<file path="config.mk">
export PLATFORM = sky130hd
export DESIGN_NAME = amp_div
export DESIGN_NICKNAME = d
export VERILOG_FILES = /design/src/rtl/accumulator_machine_step_top_macros.svh /design/src/rtl/amp_div.sv
export SDC_FILE = /design/constraint.sdc
export NUM_CORES = 1
export LEC_CHECK = 0
export BUFFER_PORTS_ARGS = -buffer_cell sky130_fd_sc_hd__buf_2
export CELL_PAD_IN_SITES_DETAIL_PLACEMENT = 0
export CELL_PAD_IN_SITES_GLOBAL_PLACEMENT = 2
export CORE_UTILIZATION = 34
export DETAILED_ROUTE_END_ITERATION = 8
export HOLD_SLACK_MARGIN = 0.06
export PLACE_DENSITY = 0.91
export SYNTH_ARGS = -nofsm -noshare
export SYNTH_HDL_FRONTEND = slang
export SYNTH_SLANG_ARGS = --single-unit
</file>
<file path="constraint.sdc">
create_clock -name clock -period 2.8 [get_ports clock]
set_clock_uncertainty 0.2 [all_clocks]
set_input_delay 0.28 -clock clock [delete_from_list [all_inputs] [get_ports clock]]
set_output_delay 0.28 -clock clock [all_outputs]
set_load 0.01 [all_outputs]
</file>
<file path="src/rtl/accumulator_machine_step_top_macros.svh">
// ----------------------------------------------------------------------------
// accumulator_machine_step_top_macros
// assertion macros used by the accumulator machine rtl
// ----------------------------------------------------------------------------
`ifndef ACCUMULATOR_MACHINE_STEP_TOP_MACROS_SVH
`define ACCUMULATOR_MACHINE_STEP_TOP_MACROS_SVH

`ifndef SYNTHESIS

// checked property, ignored while reset is high
`define AMP_ASSERT(lbl, prop, msg) \
   lbl: assert property (@(posedge clock) disable iff (reset) prop) else $error(msg);

// checked property, also during reset
`define AMP_ASSERT_ALWAYS(lbl, prop, msg) \
   lbl: assert property (@(posedge clock) prop) else $error(msg);

`else

`define AMP_ASSERT(lbl, prop, msg)
`define AMP_ASSERT_ALWAYS(lbl, prop, msg)

`endif

`endif

</file>
<file path="src/rtl/amp_div.sv">
// ----------------------------------------------------------------------------
// amp_div
// signed 32-bit by unsigned 8-bit divider, one quotient bit per cycle
// ----------------------------------------------------------------------------
`timescale 1ns / 1ps
`default_nettype none

module amp_div (
   input  wire logic        clock,
   input  wire logic        reset,
   input  wire logic        start,
   input  wire logic [31:0] dividend,
   input  wire logic [7:0]  divisor,
   output logic             done,
   output logic [31:0]      quotient
);

   logic        busy_ff;
   logic        done_ff;
   logic [4:0]  cnt_ff;
   logic [7:0]  rem_ff;
   logic [31:0] quo_ff;
   logic [7:0]  dvs_ff;
   logic        neg_ff;
   logic [8:0]  shift_in;
   logic        ge_in;

   // restoring step
   assign shift_in = {rem_ff, quo_ff[31]};
   assign ge_in    = shift_in >= {1'b0, dvs_ff};

   // control
   always_ff @(posedge clock) begin
      if (reset) begin
         busy_ff <= 1'b0;
         done_ff <= 1'b0;
         cnt_ff  <= '0;
      end else begin
         done_ff <= 1'b0;
         if (start) begin
            busy_ff <= 1'b1;
            cnt_ff  <= '0;
         end else if (busy_ff) begin
            cnt_ff <= cnt_ff + 5'd1;
            if (cnt_ff == 5'd31) begin
               busy_ff <= 1'b0;
               done_ff <= 1'b1;
            end
         end
      end
   end

   // magnitude shift register and remainder
   always_ff @(posedge clock) begin
      if (start) begin
         neg_ff <= dividend[31];
         quo_ff <= dividend[31] ? (~dividend + 32'd1) : dividend;
         rem_ff <= '0;
         dvs_ff <= divisor;
      end else if (busy_ff) begin
         rem_ff <= ge_in ? 8'(shift_in - {1'b0, dvs_ff}) : shift_in[7:0];
         quo_ff <= {quo_ff[30:0], ge_in};
      end
   end

   assign done     = done_ff;
   assign quotient = neg_ff ? (~quo_ff + 32'd1) : quo_ff;

endmodule

`default_nettype wire

</file>
==> flow_metrics.py <==
metrics = {
    "clock_tree": {
        "root_buffer": "clkbuf_16",
        "worstSkewPairLatency_ns": 0.30,
        "cts_tree": "done",
        "numCtsBuffers": 5,
        "cts.sinks": 56,
        "path_clk_slew_ns": 0.07,
        "clockBufferDepth": 2,
        "h-tree-depth": 2,
    },
    "timing": {
        "worst_slack_ns": -0.0789,
        "drv_slew": 0,
        "relSlewSlack_pct": 56.4,
        "setup_viol": 5,
        "fin_tns_setup_ns": -0.210,
        "max_freq_ghz": 0.347,
        "tightest_slew_ns": 0.654,
        "hold_violations": 0,
        "hold_slack_ns": 0.159,
        "rsz0062_at_grt": "yes",
        "period_needed_ns": 2.88,
        "min_period_over_period_pct": 103,
    },
    "floorplan": {
        "rows": 39,
        "fp.dieW_um": 110,
        "start_util_pct": 34.8,
        "die_h_um": 110,
        "die-area_um2": 12100,
        "ios": 76,
        "coreArea_um2": 11400,
    },
    "route": {
        "viasPerCell": 5.10,
        "drc_errors": 0,
        "postRouteAntennaNets": 0,
        "first_iter_violations": 164,
        "drt_pre_antenna_iters": 4,
        "wire_per_inst_um": 14.8,
        "wl_um": 9900,
        "vias": 3410,
    },
    "synthesis": {
        "synth_area_leaders": "edfxtp_1 (31%), xnor2_1 (9.0%), dfxtp_1 (7.6%), xor2_1 (5.7%), nor2_1 (4.1%)",
        "seq_area_frac_synth_pct": 38.5,
        "ys_types": 55,
        "ys.flop_type": "edfxtp_1",
        "async_flop_share_pct": 0,
        "syn-num-nets": 476,
        "ys_warn_count": 0,
        "syn_area_um2": 3980,
        "synth_edf_count": 41,
        "avgSynthCellArea_um2": 9.46,
        "synthCells": 420,
        "netlist.area_leader.share_pct": 31.0,
        "synth_largest_area_cell": "edfxtp_1",
        "ys_ff_latch": 56,
    },
    "setup_path": {
        "worstSetupEndpointType": "output port",
        "reg2reg_to": "rem_ff[2]",
        "cp-start-kind": "register",
        "critical_path_buf_inv_count": 1,
        "reg2reg_depth": 8,
        "worst_path_max_delay_cell": "or4_4",
        "r2r-start": "dvs_ff[6]",
        "critPathKind": "reg2out",
        "crit_required_ns": 2.32,
        "cp.arrival_ns": 2.40,
        "cp_top_family": "simple AND/OR/NAND/NOR gates",
        "critPathMaxFanout": 3,
        "path_cells": "or4_4 > or2_4 > or3_4 > o31ai_4 > xnor2_1 > buf_2",
        "cp-startpoint": "quo_ff[16]",
        "crit_path_max_incr_delay_ns": 0.54,
        "r2r_slack_ns": 0.40,
    },
    "global_routing": {
        "grt_antenna_before_repair": 0,
        "overflow": 0,
        "grt_max_degree": 33,
        "track_usage_pct": 17.0,
        "grt_pass1_vias": 3352,
        "grt_first_pass_wirelength_um": 16100,
    },
    "cells_and_area": {
        "layout-drive-gt1-share_pct": 30.0,
        "final_cell_mix": "buf_2 (75), nor2_1 (42), xnor2_1 (41), edfxtp_1 (41), buf_4 (35)",
        "nNetsFinal": 581,
        "final_common_cell": "buf_2",
        "finish.instance_area_um2": 5050,
        "synthToLayoutAreaGrowth_pct": 26.9,
        "n_fill_cell": 1141,
        "regArea_um2": 1530,
        "final_cells": 669,
        "postLayoutCoreUtil_pct": 44.2,
        "antenna_cells": 0,
        "multi_input_area_um2": 2380,
    },
    "placement": {
        "gp_congestion": 0.850,
        "dpl_cell_area_um2": 4590,
        "dp_cells": 637,
        "place_hpwl_um": 7440,
        "dp_slack_ns": 0.0248,
        "io_buffers": 75,
    },
    "power_and_ir_drop": {
        "peakVddDrop_uv": 252,
        "p_per_area_nw_per_um2": 490,
        "leakagePower_nw": 1.99,
        "totalPowerFinal_mw": 2.47,
    },
    "min_path": {
        "hold_depth": 3,
        "min_from": "dividend[0]",
        "hp-class": "in2reg",
        "hold_end": "quo_ff[0]",
    },
    "status": {
        "status": "finished with violations",
        "violations": "negative setup slack",
    },
    "job": {
        "maxCapViolCount": 0,
    },
}
## worst reg2reg max path, stage by stage, from the launching register on
cell	delay (ns)
edfxtp_1	0.37
inv_1	0.07
ha_1	0.26
a21o_1	0.20
a211oi_1	0.27
nand3_1	0.34
buf_4	0.28
mux2i_1	0.12
a211oi_1	0.21
## power breakdown
group          total, mW  switching, mW  internal, mW  leakage (nW)
combinational      0.694          0.364         0.330          1.38
sequential          1.07         0.0823         0.986         0.526
clock              0.711          0.289         0.422        0.0808
## metal layers
layer  share of wire (%)  vias to the layer above  wire length (um)  global-route usage, %
li1                    -                     1718                 -                      -
met3                 3.5                       13               351                   2.35
met2                  49                       78              4860                   29.4
met4                 1.8                        0               177                   6.02
met5                   0                        -                 0                      0
met1                  46                     1601              4510                   21.7
## registers in the layout (all words and copies together) (netlist names)
name / flops
busy_ff: 1
dvs_ff: 8
cnt_ff: 5
done: 1
neg_ff: 1
rem_ff: 8
quo_ff: 32
## worst max path at each step
| stage | to | depth (start not counted) | slack, ns |
|---|---|---|---|
| floorplan | quotient[30] | 8 | 0.28 |
| global placement | quotient[30] | 9 | 0.12 |
| detailed placement | quotient[30] | 9 | 0.02 |
| CTS | quotient[30] | 8 | -0.08 |
| global route | quotient[30] | 7 | -0.19 |
| finish | quotient[30] | 6 | -0.08 |
## kinds of logic (layout without fill, tap and decap cells)
family	count (synthesis)	in the layout	synth area share [%]
AOI/OAI and AO/OA	97	97	16.5
xor gates and xnor gates	67	67	14.8
adders and majority gates	13	13	4.28
buffers and inverters	38	144	3.75
DFF	56	56	38.5
muxes	14	14	3.78
and+or+nand+nor	135	135	18.4
## Yosys cell counts (3+ instances only)
library cell	number
nor2_1	43
mux2i_1	6
inv_1	17
nand3_1	6
nand2b_1	6
nand4_1	4
nor3_1	3
or3_1	9
clkbuf_1	13
or4_1	4
o41ai_1	10
o21ai_0	24
dfxtp_1	15
nor2b_1	6
edfxtp_1	41
buf_1	5
ha_1	12
xnor2_1	41
nand2_1	33
a21oi_1	28
xor2_1	26
o21ai_1	3
o31ai_1	13
a211oi_1	4
mux2_2	8
## layout make-up
cell class	count	share of cell area [%]
clock buffers	6	2.55
clock inverters	2	0.694
inverters	17	1.26
multi-input cells	326	47.2
flip-flops and latches	56	30.3
well taps	143	3.55
repair buffers	119	14.4
## what timing repair did
action                     4_1_cts  5_1_grt
setup endpoints to repair       11       11
pin swaps                        5        4
gates resized for setup          9        8
setup buffers                    9        6
gates cloned                     0        0
hold endpoints to repair         9        0
hold buffers                     9        0
(Power assumes the default switching activity.)
