**src/rtl/accumulator_machine_step_top_macros.svh**
```systemverilog
// ----------------------------------------------------------------------------
// accumulator_machine_step_top_macros
// assertion macros used by the accumulator machine rtl
// ----------------------------------------------------------------------------
`ifndef ACCUMULATOR_MACHINE_STEP_TOP_MACROS_SVH
`define ACCUMULATOR_MACHINE_STEP_TOP_MACROS_SVH

`ifndef SYNTHESIS

// checked property, ignored while reset is high
`define AMP_ASSERT(lbl, prop, msg) \
   lbl: assert property (@(posedge clock) disable iff (reset) prop) else $error(msg);

// checked property, also during reset
`define AMP_ASSERT_ALWAYS(lbl, prop, msg) \
   lbl: assert property (@(posedge clock) prop) else $error(msg);

`else

`define AMP_ASSERT(lbl, prop, msg)
`define AMP_ASSERT_ALWAYS(lbl, prop, msg)

`endif

`endif

```
**src/rtl/amp_pkg.sv**
```systemverilog
// ----------------------------------------------------------------------------
// amp_pkg
// types and constants of the accumulator machine
// ----------------------------------------------------------------------------
`timescale 1ns / 1ps
`default_nettype none

package amp_pkg;

   // store sizes, fixed by the 8-bit address fields
   localparam int MEM_DEPTH = 256;
   localparam int INP_DEPTH = 256;

   // item operations
   localparam logic [1:0] OPER_EXEC = 2'd0;
   localparam logic [1:0] OPER_WMEM = 2'd1;
   localparam logic [1:0] OPER_WINP = 2'd2;
   localparam logic [1:0] OPER_RMEM = 2'd3;

   // result status codes
   localparam logic [1:0] STAT_OK   = 2'd0;
   localparam logic [1:0] STAT_HALT = 2'd1;
   localparam logic [1:0] STAT_DIVZ = 2'd2;
   localparam logic [1:0] STAT_BAD  = 2'd3;

   // opcodes
   localparam logic [7:0] OPC_JP   = 8'h00;
   localparam logic [7:0] OPC_JZ   = 8'h10;
   localparam logic [7:0] OPC_JN   = 8'h20;
   localparam logic [7:0] OPC_LV   = 8'h30;
   localparam logic [7:0] OPC_ADD  = 8'h40;
   localparam logic [7:0] OPC_SUB  = 8'h50;
   localparam logic [7:0] OPC_MUL  = 8'h60;
   localparam logic [7:0] OPC_DIV  = 8'h70;
   localparam logic [7:0] OPC_LD   = 8'h80;
   localparam logic [7:0] OPC_MM   = 8'h90;
   localparam logic [7:0] OPC_SC   = 8'hA0;
   localparam logic [7:0] OPC_RS   = 8'hB0;
   localparam logic [7:0] OPC_HM   = 8'hC0;
   localparam logic [7:0] OPC_GD   = 8'hD0;
   localparam logic [7:0] OPC_GS   = 8'hD1;
   localparam logic [7:0] OPC_GDM  = 8'hD2;
   localparam logic [7:0] OPC_EOF  = 8'hDF;
   localparam logic [7:0] OPC_PD   = 8'hE0;
   localparam logic [7:0] OPC_PS   = 8'hE1;
   localparam logic [7:0] OPC_PDM  = 8'hE2;
   localparam logic [7:0] OPC_NOP0 = 8'hF0;
   localparam logic [7:0] OPC_NOP1 = 8'hF1;

   // memory read address source
   typedef enum logic [1:0] {
      RD_PC   = 2'd0,
      RD_PC1  = 2'd1,
      RD_OPND = 2'd2
   } rd_sel_type;

   // controller to datapath
   typedef struct packed {
      logic       accept;
      logic       rd_en;
      rd_sel_type rd_sel;
      logic       latch_opc;
      logic       latch_arg;
      logic       div_start;
      logic       commit;
   } cmd_type;

   // datapath to controller
   typedef struct packed {
      logic need_div;
      logic rsp_free;
   } sts_type;

endpackage

`default_nettype wire

```
**src/rtl/amp_ctrl.sv**
```systemverilog
// ----------------------------------------------------------------------------
// amp_ctrl
// sequencer for fetch, operand read, execute and divide
// ----------------------------------------------------------------------------
`timescale 1ns / 1ps
`default_nettype none
`include "accumulator_machine_step_top_macros.svh"

module amp_ctrl (
   input  wire logic             clock,
   input  wire logic             reset,
   input  wire logic             req_valid,
   input  wire logic [1:0]       req_operation,
   output logic                  req_stall,
   input  wire amp_pkg::sts_type sts,
   input  wire logic             div_done,
   output amp_pkg::cmd_type      cmd
);

   typedef enum logic [4:0] {
      ST_IDLE      = 5'b00001,
      ST_FETCH_ARG = 5'b00010,
      ST_FETCH_MEM = 5'b00100,
      ST_EXEC      = 5'b01000,
      ST_DIVIDE    = 5'b10000
   } state_type;

   state_type state_ff, state_in;
   logic      div_ok_ff, div_ok_in;

   // next state and commands
   always_comb begin
      state_in  = state_ff;
      div_ok_in = div_ok_ff;
      cmd       = '0;
      cmd.rd_sel = amp_pkg::RD_PC;
      req_stall = 1'b1;
      unique case (state_ff)
         ST_IDLE: begin
            req_stall  = 1'b0;
            cmd.rd_en  = 1'b1;
            cmd.rd_sel = amp_pkg::RD_PC;
            if (req_valid) begin
               cmd.accept = 1'b1;
               state_in   = (req_operation == amp_pkg::OPER_EXEC) ? ST_FETCH_ARG
                                                                   : ST_FETCH_MEM;
            end
         end
         ST_FETCH_ARG: begin
            cmd.rd_en     = 1'b1;
            cmd.rd_sel    = amp_pkg::RD_PC1;
            cmd.latch_opc = 1'b1;
            state_in      = ST_FETCH_MEM;
         end
         ST_FETCH_MEM: begin
            cmd.rd_en     = 1'b1;
            cmd.rd_sel    = amp_pkg::RD_OPND;
            cmd.latch_arg = 1'b1;
            state_in      = ST_EXEC;
         end
         ST_EXEC: begin
            if (sts.need_div && !div_ok_ff) begin
               cmd.div_start = 1'b1;
               state_in      = ST_DIVIDE;
            end else if (sts.rsp_free) begin
               cmd.commit = 1'b1;
               div_ok_in  = 1'b0;
               state_in   = ST_IDLE;
            end
         end
         ST_DIVIDE: begin
            if (div_done) begin
               div_ok_in = 1'b1;
               state_in  = ST_EXEC;
            end
         end
         default: begin
            state_in = ST_IDLE;
         end
      endcase
   end

   always_ff @(posedge clock) begin
      if (reset) begin
         state_ff  <= ST_IDLE;
         div_ok_ff <= 1'b0;
      end else begin
         state_ff  <= state_in;
         div_ok_ff <= div_ok_in;
      end
   end

   // checks
   `AMP_ASSERT(a_accept_leaves_idle, cmd.accept |=> state_ff != ST_IDLE, "accept did not start item")
   `AMP_ASSERT(a_commit_to_idle, cmd.commit |=> state_ff == ST_IDLE && !div_ok_ff, "commit did not finish item")
   `AMP_ASSERT(a_div_start_once, cmd.div_start |=> state_ff == ST_DIVIDE && !cmd.div_start, "divide start misplaced")
   `AMP_ASSERT(a_no_commit_mid_divide, state_ff == ST_DIVIDE |-> !cmd.commit && !cmd.accept, "activity during divide")

endmodule

`default_nettype wire

```
**config.mk**
```make
export PLATFORM = sky130hd
export DESIGN_NAME = amp_ctrl
export DESIGN_NICKNAME = d
export VERILOG_FILES = /design/src/rtl/amp_pkg.sv /design/src/rtl/amp_ctrl.sv
export VERILOG_INCLUDE_DIRS = /design/src /design/src/rtl
export SDC_FILE = /design/constraint.sdc
export NUM_CORES = 1
export LEC_CHECK = 0
export ABC_CLOCK_PERIOD_IN_PS = 2700
export BUFFER_PORTS_ARGS = -buffer_cell sky130_fd_sc_hd__buf_2
export CAP_MARGIN = 20
export CORE_AREA = 2 2 39 41
export DETAILED_ROUTE_END_ITERATION = 6
export DIE_AREA = 0 0 41 43
export PLACE_DENSITY = 0.63
export SLEW_MARGIN = 20
export SYNTH_ARGS = -nofsm -noshare
export SYNTH_HDL_FRONTEND = slang
export SYNTH_SLANG_ARGS = --single-unit
```
**constraint.sdc**
```tcl
create_clock -name clock -period 2.7 [get_ports clock]
set_input_delay 0.135 -clock clock [delete_from_list [all_inputs] [get_ports clock]]
set_output_delay 0.135 -clock clock [all_outputs]
set_load 0.02 [all_outputs]
```
==> impl_metrics.yaml <==
worst_setup_path:
  critical_path.max_stage_delay_ns: 0.45
  setup.worst_path.end_class: "output pin"
  cp_data_required_time_ns: 2.57
  cpMaxStageDelayCell: "sky130_fd_sc_hd__or3_4"
  timing.critical_path.arrival_ns: 1.63
  cp_cell_sequence: "or3_4 > nor3b_4 > and2_4 > buf_2"
  setup.worst_path.start_class: "register"
  rr_worst_depth: 4
  critPathKind: "register to output pin"
  largest_fanout_of_any_net_on_the_critical_path: 9
yosys:
  synthCells: 59
  synth_enable_flop_cells: 0
  synthesis.area_per_instance_sq_um: 7.83
  synth-seq-cells: 6
  post_synth_num_cell_types: 31
  yosys_warnings: 0
  ys_seq_area_share_pct: 26.0
  async_reset_ff_share_pct: 0
  yosys_most_used_dff: "sky130_fd_sc_hd__dfxtp_1"
  syn_nets: 67
  post_synth_instance_area_sq_um: 462
finish:
  fraction_of_layout_cells_with_a_size_suffix_above_1_pct: 35.6
  ff_latch_area_sq_um: 120
  num-nets-final: 83
  antenna_cells: 0
  nFillCells: 146
  area_overhead_of_the_layout_relative_to_synthesis_pct: 17.9
  final_area_sq_um: 544
  multi_input_gate_area_in_the_final_layout_sq_um: 294
route:
  viasPerCell: 5.02
  num_vias: 447
  drc: 0
  detail_route.wl_per_cell_um: 11.2
  detailedRoute.firstPassIterationCount: 4
  wirelength_mm: 1.00
  first_iter_violations: 3
  drt.antenna.violating_nets: 0
place:
  numPortBuffers: 16
  area_post_placement_sq_um: 522
  place_congestion: 0.739
  place.detailed.hpwl_um: 775
timing:
  setup_viol: 0
  shortest_period_the_worst_path_allows_ns: 1.77
  slew-limit-headroom_pct: 73.0
  final.setup.tns_ns: 0
  clock_skew_ns: 0.00609
  worst-slew-pin-transition_ns: 0.404
  final.period_utilization_pct: 65.5
  rsz0062_at_grt: "false"
  final-hold-violation-count: 0
  timing.final.max_slew_violations: 0
  maxClockFrequency_ghz: 0.566
run_status:
  run_status: "finished clean"
die:
  core_region_sq_mm: 0.00138
  boundaryPins: 17
  die-width_um: 41
  die-height_um: 43
  initial_core_util_pct: 33.4
  fp.dieArea_sq_mm: 0.00176
  fp-row-count: 14
clock_tree:
  cts.clk_slew.worst_paths_ns: 0.05
  cts_max_level: 1
  tritoncts_num_sinks: 6
  cts_made_buffers: 3
  cts_hold_repair.buffers: 0
  clockRootBuffer: "sky130_fd_sc_hd__clkbuf_4"
  cts-root-to-sink-buffers: 2
  clock_insertion_delay_worst_skew_ns: 0.25
  cts_repair_resize_count: 0
  clock_tree_from_tritoncts: "yes"
  post-cts-setup-buffer-count: 0
run:
  max_cap_violations: 0
hold_path:
  min_path_type: "input pin to register"
  holdPathStages: 2
global_route:
  number_of_antenna_violations_at_the_first_check_in_global_routing: 0
  globalRouteTotalUtil_pct: 13.4
  number_of_global_route_vias_before_repair: 375
  grt_first_pass_wirelength_mm: 1.60
  grt_overflow: 0
  grt_start_max_net_pins: 11
pwr:
  ir_drop_v: 0.000328
  power_per_cell_area_mw_per_mm2: 571
  leakage_nw: 0.246
stage by stage:
step | hold slack, ns | util [%] | setup slack [ns] | power [mW] | instances
final | 0.139 | 39.3 | 0.932 | 0.311 | 89
after global routing | 0.143 | 39.3 | 0.863 | 0.334 | 89
after CTS | 0.135 | 39.3 | 0.924 | 0.316 | 89
after detailed placement | 0.399 | 37.7 | 1.20 | 0.229 | 86
after global placement | 0.400 | 37.7 | 1.23 | 0.227 | 86
after floorplan | 0.204 | - | 1.17 | 0.201 | 59
Yosys cell counts (2+ instances only):
library cell,count,area share (%)
sky130_fd_sc_hd__buf_2,2,2.2
sky130_fd_sc_hd__nor3_1,3,3.3
sky130_fd_sc_hd__nand2_1,4,3.3
sky130_fd_sc_hd__nor3b_1,2,3.3
sky130_fd_sc_hd__o21ai_1,2,2.2
sky130_fd_sc_hd__inv_1,2,1.6
sky130_fd_sc_hd__a21oi_1,5,5.4
sky130_fd_sc_hd__buf_6,2,4.9
sky130_fd_sc_hd__dfxtp_1,6,26
sky130_fd_sc_hd__nand2b_1,2,2.7
sky130_fd_sc_hd__nor2_1,8,6.5
sky130_fd_sc_hd__and3_1,2,2.7
state kept, by name, indices dropped and copies added, names as in the netlist:
register,cells
div_ok_ff,1
state_ff,5
final cells by class:
cell class	count	share of cell area, %
Multi-Input combinational cell	46	54.0
Sequential cell	6	22.1
Timing Repair Buffer	16	14.7
Clock buffer	3	4.14
Tap cell	16	3.68
Inverter	2	1.38
worst max-delay path: cells and delay by family (launching register included):
family,cells,cell delay (ns)
simple gates,3,0.86
flops,1,0.38
buf+inv,1,0.15
worst paths after layout:
kind | start | endpoint | slack (ns)
setup / recovery | state_ff[1]$_SDFFE_PP0P_ | cmd[7] | 0.93
hold / removal | reset | state_ff[1]$_SDFFE_PP0P_ | 0.14
hold reg to reg | div_ok_ff$_SDFFE_PP0P_ | div_ok_ff$_SDFFE_PP0P_ | 0.49
setup reg to reg | state_ff[4]$_SDFFE_PP0P_ | state_ff[3]$_SDFFE_PP0P_ | 1.21
where the power goes:
part / switching, mW / internal, mW
clock network: 0.0338 / 0.0504
logic: 0.0625 / 0.0546
registers: 0.0143 / 0.0952
metal layers:
metal | up-vias | global-route usage (%) | wire length, um
met5 | - | 0 | 0
met4 | 0 | 2.00 | 0
met3 | 0 | 7.85 | 68
met2 | 16 | 17.8 | 449
met1 | 195 | 18.8 | 483
li1 | 236 | - | -
cell usage in the layout (no fill, tap or decap), drive strengths merged, types with 2 or more instances in the layout:
cell    instances
a21oi           5
and3            2
buf            16
clkbuf          3
dfxtp           6
inv             2
nand2           4
nand2b          2
nor2            9
nor3            3
nor3b           4
o21ai           3
logic make-up after synthesis:
family | share of synthesized area [%]
compound gates | 15.4
xor+xnor | 1.90
buf+inv | 10.3
flops | 26.0
simple gates | 46.3
Note: power is estimated with default switching activity, not from simulation.
